### src/rtl/qprt_mul.sv
// Shared signed multiplier with floor scaling by the fraction width or by Q30.
`default_nettype none
module qprt_mul #(
    parameter int FRAC_BITS = 30
) (
    input  wire logic signed [31:0] i_a,
    input  wire logic signed [31:0] i_b,
    input  wire logic               i_sel_q30,
    output logic signed [63:0]      o_p
);
    logic signed [63:0] w_full;

    assign w_full = 64'(i_a) * 64'(i_b);
    assign o_p    = i_sel_q30 ? (w_full >>> 30) : (w_full >>> FRAC_BITS);
endmodule
`default_nettype wire

### config.mk
export PLATFORM = sky130hd
export DESIGN_NAME = qprt_mul
export DESIGN_NICKNAME = d
export VERILOG_FILES = /design/src/rtl/qprt_mul.sv
export SDC_FILE = /design/constraint.sdc
export NUM_CORES = 2
export LEC_CHECK = 0
export BUFFER_PORTS_ARGS = -buffer_cell sky130_fd_sc_hd__buf_2
export CAP_MARGIN = 20
export CORE_UTILIZATION = 40
export DETAILED_ROUTE_END_ITERATION = 6
export GPL_TIMING_DRIVEN = 1
export PLACE_DENSITY_LB_ADDON = 0.25
export SLEW_MARGIN = 0
export SYNTH_ARGS = -nofsm -noshare
export SYNTH_HDL_FRONTEND = slang
export SYNTH_SLANG_ARGS = --single-unit
### constraint.sdc
create_clock -name vclk -period 21.2
set_input_delay 1.06 -clock vclk [all_inputs]
set_output_delay 1.06 -clock vclk [all_outputs]
set_load 0.01 [all_outputs]
# == Word level (Yosys, flattened, before mapping) ==
# Cells that the tools add are included.
# op_classes
multipliers,1
# op_table
op,n
$mul 32x32->64,1
# word_totals
reg_bits,0
output_inout_bits,64

# == Depth between registers and ports, before layout ==
# logic_depth
ltp_word,1
depth_mapped,28
depth_no_buf,26

# == Worst setup path before layout ==
# Ideal clock, no wire load.
# synth_timing
path_kind,input port to output port
start,input i_b[2]
end,output o_p[34]
path_stages,26
t_arrival_ns,9.536
setup_slack_ns,10.604
t_required_ns,20.140
cell_sequence,clkbuf_1 nand2_1 inv_1 fa_1 fa_1 fa_1 fa_1 inv_1 fa_1 inv_1 fa_1 inv_1 fa_1 inv_1 fa_1 ha_1 inv_1 o21bai_1 a21oi_1 or2_0 a221o_1 o311a_1 o21a_1 o2111a_1 a211oi_2 buf_4
# synth_via
elab_chain_cells,1
# synth_lines
item,line_no,text
from (decl),7,"input wire logic signed [31:0] i_b,"
$mul 32x32->64,13,assign w_full = 64'(i_a) * 64'(i_b);
to (decl),9,output logic signed [63:0] o_p
# Every way passes these cells.

# == Worst setup path in the final report ==
# layout_timing
start,input i_a[31]
end,output o_p[59]
# layout_via
elab_chain_cells,1
# layout_lines
item,line_no,text
from (decl),6,"input wire logic signed [31:0] i_a,"
$mul 32x32->64,13,
# Every way passes these cells.

==> impl_metrics.csv <==
group,metric,value,unit
outcome,status,"finished, final reports clean",
synth,avgSynthCellArea,9.41,um2
synth,synth_cell_types,52,
sta,rsz0062_at_grt,"no",
worst_setup_path,critPathLaunchType,"input port",
detailed_routing,viasPerCell,5.01,
grt,grt_pass1_wl,158000,um
floorplanning,rows,108,
synth,synth_top_area_share,0.611,
synth,synth_nets,5092,
floorplanning,die_x,300,um
detailed_routing,wl_per_cell,20.0,um
layout,clockBufferCount,0,
sta,fin_crit,11230,ps
layout,drive_gt1_frac,0.0475,
detailed_routing,first_pass_iters,6,
layout,seqCellArea,0,um2
placed_design,gp_congestion,0.823,
sta,report.final.slew_viol_count,0,
sta,worstMarginPinSlew,1100,ps
sta,slew_headroom,0.266,
detailed_routing,ant_nets,0,
clock_tree,cts_resized,0,
sta,finalHoldViolations,0,
synth,synth_cells,3766,
placed_design,post-dp-hpwl,72600,um
worst_setup_path,critPathSlowestCell,"fa_1",
worst_setup_path,cp-end-kind,"output pin",
grt,grt-ovfl-total,0,
worst_hold_path,hold_class,"input port to output pin",
floorplanning,fp.dieH,300,um
floorplanning,die_area,89800,um2
grt,antenna_found_initial,8,
synth,netlist_area,35400,um2
detailed_routing,wirelength,97500,um
worst_setup_path,crit_arrival,10170,ps
synth,synth_warnings,0,
worst_setup_path,max_stage_delay,920,ps
sta,fmax,0.0891,GHz
detailed_routing,drc_errors,0,
sta,tns,0,ps
synth,synth_top_area_cell,"fa_1",
detailed_routing,drt_iter0_drc,1320,
grt,grt_pass1_vias,27400,
placed_design,portBuffers,128,
sta,fin_crit_sh,0.530,
clock_tree,ctsHoldBuffers,0,
worst_setup_path,critPathMaxFanout,32,
worst_setup_path,critical_path_class,"input port to output pin",
layout,areaGrowthSynthToFinish,4.02,%
layout,n_fill_cell,8717,
synth,synth_area_leaders,"fa_1, inv_1, and2_1",
detailed_routing,vias,24400,
floorplanning,ios,129,
synth,synth-seq-area-share,0,
grt,grt_usage,0.230,
clock_tree,cts_setup_buffers,0,
floorplanning,core_area,87300,um2
sta,finalSetupViolCount,0,
floorplanning,start_util,0.406,
layout,nNetsFinal,5037,
layout,seq_cells,0,
run,maxCapViolCount,0,
worst_setup_path,worst_ep_required_time,20140,ps
grt,grt_max_degree,33,
-- layout by cell type (no fill, tap or decap), types with 2 or more instances in the layout --
cell	n
a31oi_1	5
a221oi_2	2
nor2b_1	5
nor3_1	8
nand3_1	14
nand4_1	7
a21o_1	21
buf_4	41
buf_2	128
o21ai_1	7
ha_1	180
xor2_1	16
nor4_1	2
xnor2_1	33
o21bai_1	5
o21ai_0	20
o21a_1	4
inv_1	961
a311oi_1	2
a211oi_1	5
nand2b_1	9
nand2_1	514
and4_1	2
or3_1	2
a21oi_1	49
and2_1	509
fa_1	1081
or2_2	2
and3_1	4
o211ai_1	2
o31ai_1	5
nor2_1	47
-- layout make-up --
class / count / area, um2 / area share
inverter: 961 / 3610 / 0.0979
antenna: 1 / 2.50 / 0.0000679
timing repair buffer: 169 / 948 / 0.0257
tap: 1155 / 1450 / 0.0392
multi-input combinational: 2579 / 30900 / 0.837
-- cells in the mapped netlist, types with 16 or more instances --
cell,count
ha_1,180
clkbuf_1,191
xor2_1,16
fa_1,1081
a21o_1,21
nand2_1,514
xnor2_1,33
and2_1,509
nor2_1,47
o21ai_0,20
a21oi_1,49
inv_1,961
buf_4,30
-- final timing paths --
check	startpoint	endpoint	slack, ps	cells past startpoint
hold / removal	i_b[1]	o_p[1]	3730	9
setup / recovery	i_a[31]	o_p[59]	9970	29
-- cells by family after synthesis --
group	Yosys count	share of synthesized area
buf+inv	1187	0.129
simple gates	1129	0.159
fa+ha+maj	1261	0.674
xor+xnor	49	0.0121
compound gates	140	0.0252
-- per-layer routing --
layer  GRT usage  part of all wire  vias to the layer above  wire (um)
met5           0           0.00052                        -         51
met4      0.0522             0.028                        8       2750
met3      0.0207             0.054                      164       5270
met2       0.408              0.51                      758      49600
met1       0.305              0.41                    13000      39800
li1            -                 -                    10400          -
-- worst max-delay path: cells and delay by family --
| kind | cells | cell delay (ps) |
|---|---|---|
| AO/OA/AOI/OAI | 7 | 1470 |
| adder cells (fa/ha/maj) | 9 | 4740 |
| buffers and inverters | 11 | 2350 |
| AND/OR/NAND/NOR | 2 | 510 |
-- per-stage QoR --
stage,hold WS (ps),instance area (um2),instances,util,worst slack [ps]
floorplan,2800,35400,3766,-,10600
global placement,3730,36900,4864,0.422,9940
detailed placement,3730,36900,4864,0.422,9900
CTS,3730,36900,4864,0.422,9880
global route,3830,36900,4864,0.422,9420
finish,3730,36900,4865,0.422,9970
Power is not shown: default switching activity piles up to over one toggle a cycle in this logic, so the estimate is an artifact.
